## src/hdl/vsa_ram.sv

```systemverilog
// Generic single-write, single-read RAM with registered read data.
`default_nettype none
module vsa_ram #(
  parameter int WIDTH = 8,
  parameter int DEPTH = 16
) (
  input  wire logic                     clk,
  input  wire logic                     we,
  input  wire logic [$clog2(DEPTH)-1:0] waddr,
  input  wire logic [WIDTH-1:0]         wdata,
  input  wire logic [$clog2(DEPTH)-1:0] raddr,
  output logic      [WIDTH-1:0]         rdata
);

  logic [WIDTH-1:0] mem [DEPTH];

  always_ff @(posedge clk) begin
    if (we) begin
      mem[waddr] <= wdata;
    end
    rdata <= mem[raddr];
  end

endmodule
`default_nettype wire

```

## config.mk

```make
export PLATFORM = sky130hd
export DESIGN_NAME = vsa_ram
export DESIGN_NICKNAME = d
export VERILOG_FILES = /design/src/hdl/vsa_ram.sv
export SDC_FILE = /design/constraint.sdc
export NUM_CORES = 1
export LEC_CHECK = 0
export BUFFER_PORTS_ARGS = -buffer_cell sky130_fd_sc_hd__buf_4
export CAP_MARGIN = 10
export CORE_UTILIZATION = 45
export CTS_BUF_LIST = sky130_fd_sc_hd__clkbuf_8 sky130_fd_sc_hd__clkbuf_16
export DETAILED_ROUTE_END_ITERATION = 8
export GPL_ROUTABILITY_DRIVEN = 0
export PLACE_DENSITY = 0.72
export SYNTH_ARGS = -nofsm -noshare
export SYNTH_HDL_FRONTEND = slang
export SYNTH_SLANG_ARGS = --single-unit
```

## constraint.sdc

```tcl
create_clock -name clk -period 2.3 [get_ports clk]
set_input_delay 0.46 -clock clk [delete_from_list [all_inputs] [get_ports clk]]
set_output_delay 0.46 -clock clk [all_outputs]
set_load 0.02 [all_outputs]
```

==> results of run 1 <==
## critical path, cell delays in order
cell     delay (ns)
buf_4          0.22
buf_12         0.21
mux4_1         0.56
a22oi_1        0.30
nand2_1        0.08
## report_power, final
part | total, W | internal (W) | switching (W)
registers | 0.00279 | 0.00277 | 0.0000163
logic | 0.000281 | 0.000126 | 0.000155
clock network | 0.00251 | 0.00157 | 0.000942
total | 0.00558 | 0.00447 | 0.00111
## per-stage QoR
| step | instance area, um2 | hold slack [ns] | std cells |
|---|---|---|---|
| 2_1_floorplan | 5150 | 0.559 | 229 |
| 3_3_place_gp | 5570 | 0.647 | 402 |
| 3_5_place_dp | 5570 | 0.654 | 402 |
| 4_1_cts | 6130 | 0.355 | 434 |
| 5_1_grt | 6130 | 0.367 | 434 |
| 6_report | 6130 | 0.363 | 434 |
## synth_stat cells, drive strengths merged
| cell | n |
|---|---|
| nor3 | 4 |
| or3b | 1 |
| clkdlybuf4s25 | 3 |
| and2 | 1 |
| nor2b | 1 |
| nand3b | 2 |
| buf | 7 |
| nand3 | 1 |
| a22oi | 16 |
| dfxtp | 8 |
| nand2 | 9 |
| mux4 | 32 |
| nor2 | 13 |
| and2b | 1 |
| nand2b | 2 |
| edfxtp | 128 |
## cell type report
type                       count  share of cell area, %
clock inverter                15                   2.20
clock buffer                  17                   6.94
tap                          140                   2.86
timing repair buffer          43                   5.47
multi-input combinational     83                   17.2
sequential                   136                   65.3
## cell families (layout without fill, tap and decap cells)
group	count (synthesis)	after routing	synth area share, %
buf+inv	10	75	1.68
flops	136	136	77.8
simple gates	35	35	3.18
mux	32	32	15.0
compound gates	16	16	2.33
## sequential cells by signal, indices dropped and copies added (netlist names)
register  count
rdata         8
mem         128
## path summary, 6_finish.rpt
check	startpoint	endpoint
worst max-delay path	raddr[0]	rdata[5]
worst min register to register	mem[15][2]	rdata[2]
worst max register to register	mem[1][5]	rdata[5]
worst min-delay path	wdata[6]	mem[6][6]
## routing by layer
metal,global-route usage [%],vias to the layer above
met1,22.3,1199
met3,4.72,11
met4,6.37,0
met5,0,-
met2,28.9,75
li1,-,1075
## layout by cell type (no fill, tap or decap), drive strengths merged, types with 4 or more instances in the layout
| cell type | n |
|---|---|
| edfxtp | 128 |
| buf | 43 |
| mux4 | 32 |
| clkbuf | 17 |
| a22oi | 16 |
| nor2 | 13 |
| nand2 | 9 |
| dfxtp | 8 |
| clkinv | 8 |
| nor3 | 4 |
| clkinvlp | 4 |
==> impl_results.md, run 1 <==
- Largest net degree at the start of global routing: 33
- Die H: around 110 um
- CTS Root Buffer Type: clkbuf_16
- Clock Latency Late Sink: about 0.40 ns
- Multi-input gate area: roughly 1100 um2
- Slew @ Worst Pin: 0.731 ns
- DR WL met3: between 400 and 500 um
- F_max: 643 MHz
- Row count: 38
- RSZ-0062 raised after global routing: false
- Post-CTS sizing: 0
- DRC Markers: 0
- Core outline area: roughly 11000 um2
- Worst vdd ir: 0.000535 V
- Hold WC Path Type: in -> reg
- Period utilization: around two thirds
- H-tree depth: 4
- Hold_buf cts: 0
- Crit start category: input pin
- Starting Density: roughly 47%
- Endpoints failing setup: 0
- Final Hold Viols: 0
- Slew headroom: between 50% and 60%
- Largest area contributor in the netlist: edfxtp_1
- Final nets: 299
- Top Ports: 26
- First-pass GRT wire length: 14100 um
- Final worst setup slack: 0.745 ns
- Layout Skew: around 0.0054 ns
- Clk buf depth: 2
- Post-synth net total: ~250
- Largest cells by area after synthesis: edfxtp_1 (75%), mux4_2 (7.9%), mux4_1 (7.1%)
- Seq. cell area: between 4000 and 5000 um2
- Total GRT Usage: ~17%
- TritonCTS clock tree: built
- Critical-path maximum fanout: 17
- Die area: 11900 um2
- TritonRoute pass-1 iters: 4
- First DRT Iteration DRCs: ~180
- Synthesis Warnings: 0
- Post-route ant nets: 0
- Hold path depth: 1
- Setup TNS: 0 ns
- Clock buffer count from CTS: 17
- Clock Pin Slew Worst Setup and Hold Paths: 0.06 ns
- Highest Signal Layer: met4
- Sequential area share after synthesis: 77.8%
- Cells after Synth: 229
- HPWL after detailed placement: ~5900 um
- Initial antenna violation count: 0
- Outcome: complete, no violations
- Diodes inserted: 0
- Synth Register Bits: around 140
- Worst-case reg-to-reg path depth: 3
- Post-Syn Area: ~5100 um2
- Max Cap Viol: 0
- Pins over their slew limit: 0
- Final min period: about 1.6 ns
- Share of layout cells above drive strength 1: a little under a third
- Static leakage: around 2.1 nW
- Worst slack at placement: approximately 0.3 ns
- Die width: roughly 110 um
- Vias/cell: about 5.4
- # Post-CTS Setup Buffers: 0
- Final Core Density: a little under three fifths
- Final WL: a little over 9000 um
- P per Cell Area: roughly 910 nW/um2
- Sink Count: about 140
- Synth cell types: 19
- Port bufs: 25
- Power Total: between 0.005 and 0.006 W
- Top-area cell type share of the netlist area: between 70% and 80%
- WP data arrival: about 1.8 ns
- Syn avg cell area: approximately 22 um2
- Critical path class: in -> reg
- Via count: 2360
- Area grow syn2layout: 19.1%
- Filler cells: between 700 and 800
- Grt ovf: 0
- Worst Path Required: 2.59 ns
- M1 WL: approximately 3800 um
- Crit path capture type: register
- WL/cell: between 20 and 25 um
- Wire length on met2: between 4000 and 5000 um
- Vias in the first global route: roughly 2400
- Flop-to-flop setup slack: around 0.94 ns
Power figures use the tool's default switching activity.
==> inputs of run 2 (changes only) <==
==> constraint.sdc (replaced) <==
create_clock -name clk -period 1.5 [get_ports clk]
set_input_delay 0.3 -clock clk [delete_from_list [all_inputs] [get_ports clk]]
set_output_delay 0.3 -clock clk [all_outputs]
set_load 0.02 [all_outputs]
==> run 2 against run 1 <==
Net effect:
- hold slack worse by 0.16 ns
- via count rose by 3.3%
- wire length increased by 7.6%
- combinational power grew 64%
- critical path depth down 2
- power up 69%
- first-iteration DRC count rose by 17%
- count of clock-buffer cells in the layout unchanged
- final cell count grew 1.8%
- sequential cell count stayed put
- critical path type is now reg -> reg
==> impl_results.md, run 2 (same netlist as run 1, synthesis figures left out) <==
- Outcome: complete, no violations
- WL/cell: between 20 and 25 um
- Final instance area: about 6300 um2
- Area grow syn2layout: 23.1%
- Die H: ~110 um
- Vias/cell: about 5.5
- Post-CTS sizing: 0
- Commonest non-fill, non-tap cell in the layout: edfxtp_1
- TritonRoute pass-1 iters: 4
- Hold WS: between 0.15 and 0.2 ns
- RR Startpoint: mem[1][5]
- Max stage delay on crit path: roughly 0.51 ns
- Layout Skew: 0.00510 ns
- Period utilization: approximately 90%
- Worst vdd ir: ~0.0010 V
- Sink Count: ~140
- Leading cell types in the layout, fill and taps excluded: edfxtp_1 (128), buf_4 (48), mux4_2 (18)
- Share of layout cells above drive strength 1: between 30% and 40%
- Die area: between 10000 and 15000 um2
- R2R Path End: rdata[5]
- Vias in the first global route: 2495
- Final nets: about 310
- WP data arrival: between 1.5 and 2 ns
- P per Cell Area: around 1500 nW/um2
- Endpoints failing setup: 0
- DRC Markers: 0
- Max Cap Viol: 0
- Final Hold Viols: 0
- Post-route ant nets: 0
- Clk buf depth: 2
- Hold path endpoint: mem[9][7]
- First DRT Iteration DRCs: 216
- Clock buffer count from CTS: 17
- Highest Signal Layer: met4
- HPWL after detailed placement: roughly 6400 um
- F_max: 741 MHz
- First-pass GRT wire length: approximately 15000 um
- H-tree depth: 4
- Port bufs: 25
- Crit path capture type: register
- Crit start category: register
- Slew headroom: around three fifths
- Max reg flops: 128
- Static leakage: roughly 2.2 nW
- Diodes inserted: 0
- DR WL met3: 505 um
- Row count: 38
- Flop-to-flop setup slack: around 0.15 ns
- Slew @ Worst Pin: around 0.62 ns
- Hold Startpoint: wdata[7]
- Hold path depth: 1
- M1 WL: between 4000 and 5000 um
- Grt ovf: 0
- Final WL: about 9700 um
- Critical path cell sequence: mux4_1, a22oi_1, nand2_1
- Clock Latency Late Sink: ~0.4 ns
- Hold_buf cts: 0
- Largest net degree at the start of global routing: 17
- Final min period: between 1 and 1.5 ns
- Via count: 2437
- Pins over their slew limit: 0
- Worst-case reg-to-reg path depth: 3
- Clock Pin Slew Worst Setup and Hold Paths: approximately 0.060 ns
- Critical path class: reg -> reg
- # Post-CTS Setup Buffers: 0
- Core outline area: 11000 um2
- Worst Path Required: approximately 1.8 ns
- RSZ-0062 raised after global routing: false
- Top Ports: 26
- Die width: between 100 and 150 um
- TritonCTS clock tree: built
- Critical path's slowest cell: mux4_1
- Wire length on met2: between 4000 and 5000 um
- CTS Root Buffer Type: clkbuf_16
- Critical-path maximum fanout: 1
- Starting Density: about 47%
- Dpl cell area: between 5000 and 6000 um2
- Initial antenna violation count: 0
- Hold WC Path Type: in -> reg
- Total GRT Usage: roughly 19%
- Top flop regs: mem x128, rdata x8
- Top reg by flops: mem
[run 2: power by group]
group | switching (W) | internal, W | total [W]
registers | 0.0000292 | 0.00425 | 0.00428
clock network | 0.00155 | 0.00312 | 0.00467
logic | 0.000247 | 0.000214 | 0.000461
total | 0.00182 | 0.00759 | 0.00941
[run 2: critical path: cells and delay by family, from the launching register on]
kind,cells,cell delay [ns]
AO/OA/AOI/OAI,1,0.27
flip-flops,1,0.36
multiplexers,1,0.51
AND/OR/NAND/NOR,1,0.09
[run 2: cell type report]
| class | instances | area [um2] |
|---|---|---|
| Clock inverter | 15 | 248 |
| Fill cell | 772 | 4650 |
| Tap cell | 140 | 175 |
| Sequential cell | 136 | 4000 |
| Multi-Input combinational cell | 83 | 1060 |
| Timing Repair Buffer | 51 | 420 |
| Clock buffer | 17 | 425 |
[run 2: worst max-delay path by stage]
stage / cells after the start / end / slack [ns] / startpoint
after global routing: 3 / rdata[2] / 0.1 / mem[8][2]
final: 3 / rdata[5] / 0.15 / mem[1][5]
after CTS: 3 / rdata[5] / 0.12 / mem[1][5]
after detailed placement: 5 / rdata[5] / -0.16 / raddr[0]
after global placement: 5 / rdata[5] / -0.13 / raddr[0]
after floorplan: 2 / mem[3][0] / -0.07 / waddr[2]
[run 2: stage by stage]
step           cells  total power [W]  TNS [ns]  setup WS [ns]  util (%)
5_1_grt          442          0.00967         0         0.0977      57.7
4_1_cts          442          0.00948         0          0.122      57.7
3_3_place_gp     410          0.00480     -1.66         -0.128      51.5
3_5_place_dp     410          0.00482     -2.15         -0.159      51.5
2_1_floorplan    229          0.00459     -1.98        -0.0661         -
6_report         442          0.00941         0          0.151      57.7
[run 2: layer usage]
layer	up-vias	GRT usage (%)
li1	1096	-
met1	1265	24.0
met2	63	29.3
met3	13	4.78
met4	0	9.27
met5	-	0
==> inputs of run 3 (changes only) <==
--- a/config.mk
+++ b/config.mk
@@ -7,11 +7,11 @@
 export LEC_CHECK = 0
 export BUFFER_PORTS_ARGS = -buffer_cell sky130_fd_sc_hd__buf_4
 export CAP_MARGIN = 10
-export CORE_UTILIZATION = 45
+export CORE_UTILIZATION = 60
 export CTS_BUF_LIST = sky130_fd_sc_hd__clkbuf_8 sky130_fd_sc_hd__clkbuf_16
 export DETAILED_ROUTE_END_ITERATION = 8
 export GPL_ROUTABILITY_DRIVEN = 0
-export PLACE_DENSITY = 0.72
+export PLACE_DENSITY = 0.88
 export SYNTH_ARGS = -nofsm -noshare
 export SYNTH_HDL_FRONTEND = slang
 export SYNTH_SLANG_ARGS = --single-unit
==> run 3 against run 2 <==
Net effect:
- non-clock buffer count is 8 higher
- critical path depth unchanged
- sequential share of layout area up 0.16 points
- register-to-register slack worse by 0.09 ns
- global-route usage up 9.5 points
- first-iteration DRC count decreased by 0.93%
- highest routed layer unchanged
- power fell by 3.0%
- utilization up 19 points
- clock power fell by 6.9%
- largest cell class unchanged
- hold slack got worse by 0.10 ns
==> impl_results.md, run 3 (same netlist as run 1, synthesis figures left out) <==
- Sink Count: 136
- NetSw: about 0.0018 W
- Hold WS: 0.0943 ns
- Power Total: just over 0.009 W
- Clock Latency Late Sink: roughly 0.52 ns
- Port bufs: 25
- Final WL: ~11000 um
- Crit start category: register
- Slew @ Worst Pin: roughly 0.74 ns
- Vias/cell: between 6 and 7
- Final instance area: approximately 6300 um2
- Max stage delay on crit path: about 0.57 ns
- TritonRoute pass-1 iters: 4
- Diodes inserted: 0
- Critical path's slowest cell: mux4_1
- Final Hold Viols: 0
- Grt ovf: 0
- Period utilization: 95.6%
- Clock Pin Slew Worst Setup and Hold Paths: approximately 0.06 ns
- Total GRT Usage: 28.1%
- Core outline area: roughly 8300 um2
- Via count: roughly 2600
- RSZ-0062 raised after global routing: false
- TritonCTS clock tree: built
- DRC Markers: 0
- Die width: between 90 and 100 um
- F_max: 697 MHz
- Pins over their slew limit: 0
- H-tree depth: 4
- Die area: 8950 um2
- HPWL after detailed placement: about 6600 um
- P per Cell Area: 1440 nW/um2
- First-pass GRT wire length: 16400 um
- Post-route ant nets: 0
- Filler cells: 424
- Top flop regs: mem x128, rdata x8
- WP data arrival: ~1.8 ns
- Final min period: 1.43 ns
- Worst vdd ir: around 0.00083 V
- Layout Skew: roughly 0.0047 ns
- Share of layout cells above drive strength 1: between 30% and 40%
- Worst Path Required: approximately 1.9 ns
- First DRT Iteration DRCs: approximately 210
- Top reg by flops: mem
- Critical-path maximum fanout: 1
- Static leakage: ~2.2 nW
- Dpl cell area: roughly 5700 um2
- Endpoints failing setup: 0
- Critical path cell sequence: mux4_1, a22oi_1, nand2_1
- Cell Count, Final, Fillers Out: about 410
- Max Cap Viol: 0
- WL/cell: 27.1 um
- Cell-internal power: between 0.007 and 0.008 W
- Largest net degree at the start of global routing: 19
- Sequential fraction of design power: a little under half
- Critical path buffer and inverter count: 0
- DP Cell Count: 383
- Max reg flops: 128
- Outcome: complete, no violations
- Clk buf depth: 2
- Starting Density: ~62%
- Critical path class: reg -> reg
- Leading cell types in the layout, fill and taps excluded: edfxtp_1 (128), buf_4 (55), mux4_2 (18)
- Slew headroom: about half
- Switching share of power: about 20%
- Top Ports: 26
- Commonest non-fill, non-tap cell in the layout: edfxtp_1
- Initial antenna violation count: 0
- CTS Root Buffer Type: clkbuf_8
- Crit path capture type: register
- # Post-CTS Setup Buffers: 0
- Hold WC Path Type: in -> reg
- Top Family by Delay on Critical Path: multiplexers
- Vias in the first global route: approximately 2700
- Die H: 94.6 um
- Area grow syn2layout: 22.8%
- Final nets: about 320
- Clock power frac: 47.6%
- Clock buffer count from CTS: 17
- Row count: 33
- Logic pwr share: 5.4%
## run 3: cell count changes in the layout (fill, tap and decap cells not counted), sizes merged
| cell | change |
|---|---|
| inv | -1 |
| clkinvlp | +1 |
| bufinv | -1 |
| clkinv | -1 |
| buf | +8 |
## run 3: cell type report
type	count	area [um2]	area share [%]
Multi-Input combinational cell	83	1070	17.0
Clock inverter	13	204	3.23
Sequential cell	136	4000	63.4
Clock buffer	17	414	6.55
Timing Repair Buffer	59	493	7.80
Tap cell	105	131	2.08
## run 3: final timing paths
check	start	endpoint	slack (ns)	cells past startpoint
hold / removal	wdata[1]	mem[7][1]	0.09	1
setup reg to reg	mem[5][0]	rdata[0]	0.07	3
hold reg to reg	mem[15][4]	rdata[4]	0.68	3
setup / recovery	mem[5][0]	rdata[0]	0.07	3
## run 3: per-layer routing
metal,up-vias,track usage (%),wire [um]
met1,1367,37.2,4340
met5,-,0,0
met3,19,6.20,858
met4,0,13.3,222
li1,1110,-,-
met2,152,44.9,5760
## run 3: through the flow
step                      utilization (%)  worst slack, ns  TNS, ns
after global routing                 76.5           0.0329        0
final                                76.5           0.0655        0
after floorplan                         -          -0.0661    -1.98
after CTS                            76.4           0.0462        0
after detailed placement             68.9           -0.279    -4.32
after global placement               68.9           -0.203    -2.80
## run 3: repair_timing
action                     4_1_cts  5_1_grt
setup endpoints to repair        0        2
gates resized for setup          0        2
hold buffers                     0        0
## run 3: power groups by stage
| stage | combinational (W) | sequential, W | clock [W] |
|---|---|---|---|
| 2_1_floorplan | 0.000216 | 0.00438 | 0 |
| 5_1_grt | 0.000525 | 0.00429 | 0.00453 |
| 6_report | 0.000495 | 0.00428 | 0.00435 |
| 3_3_place_gp | 0.000459 | 0.00435 | 0 |
| 3_5_place_dp | 0.000480 | 0.00436 | 0 |
| 4_1_cts | 0.000491 | 0.00429 | 0.00439 |
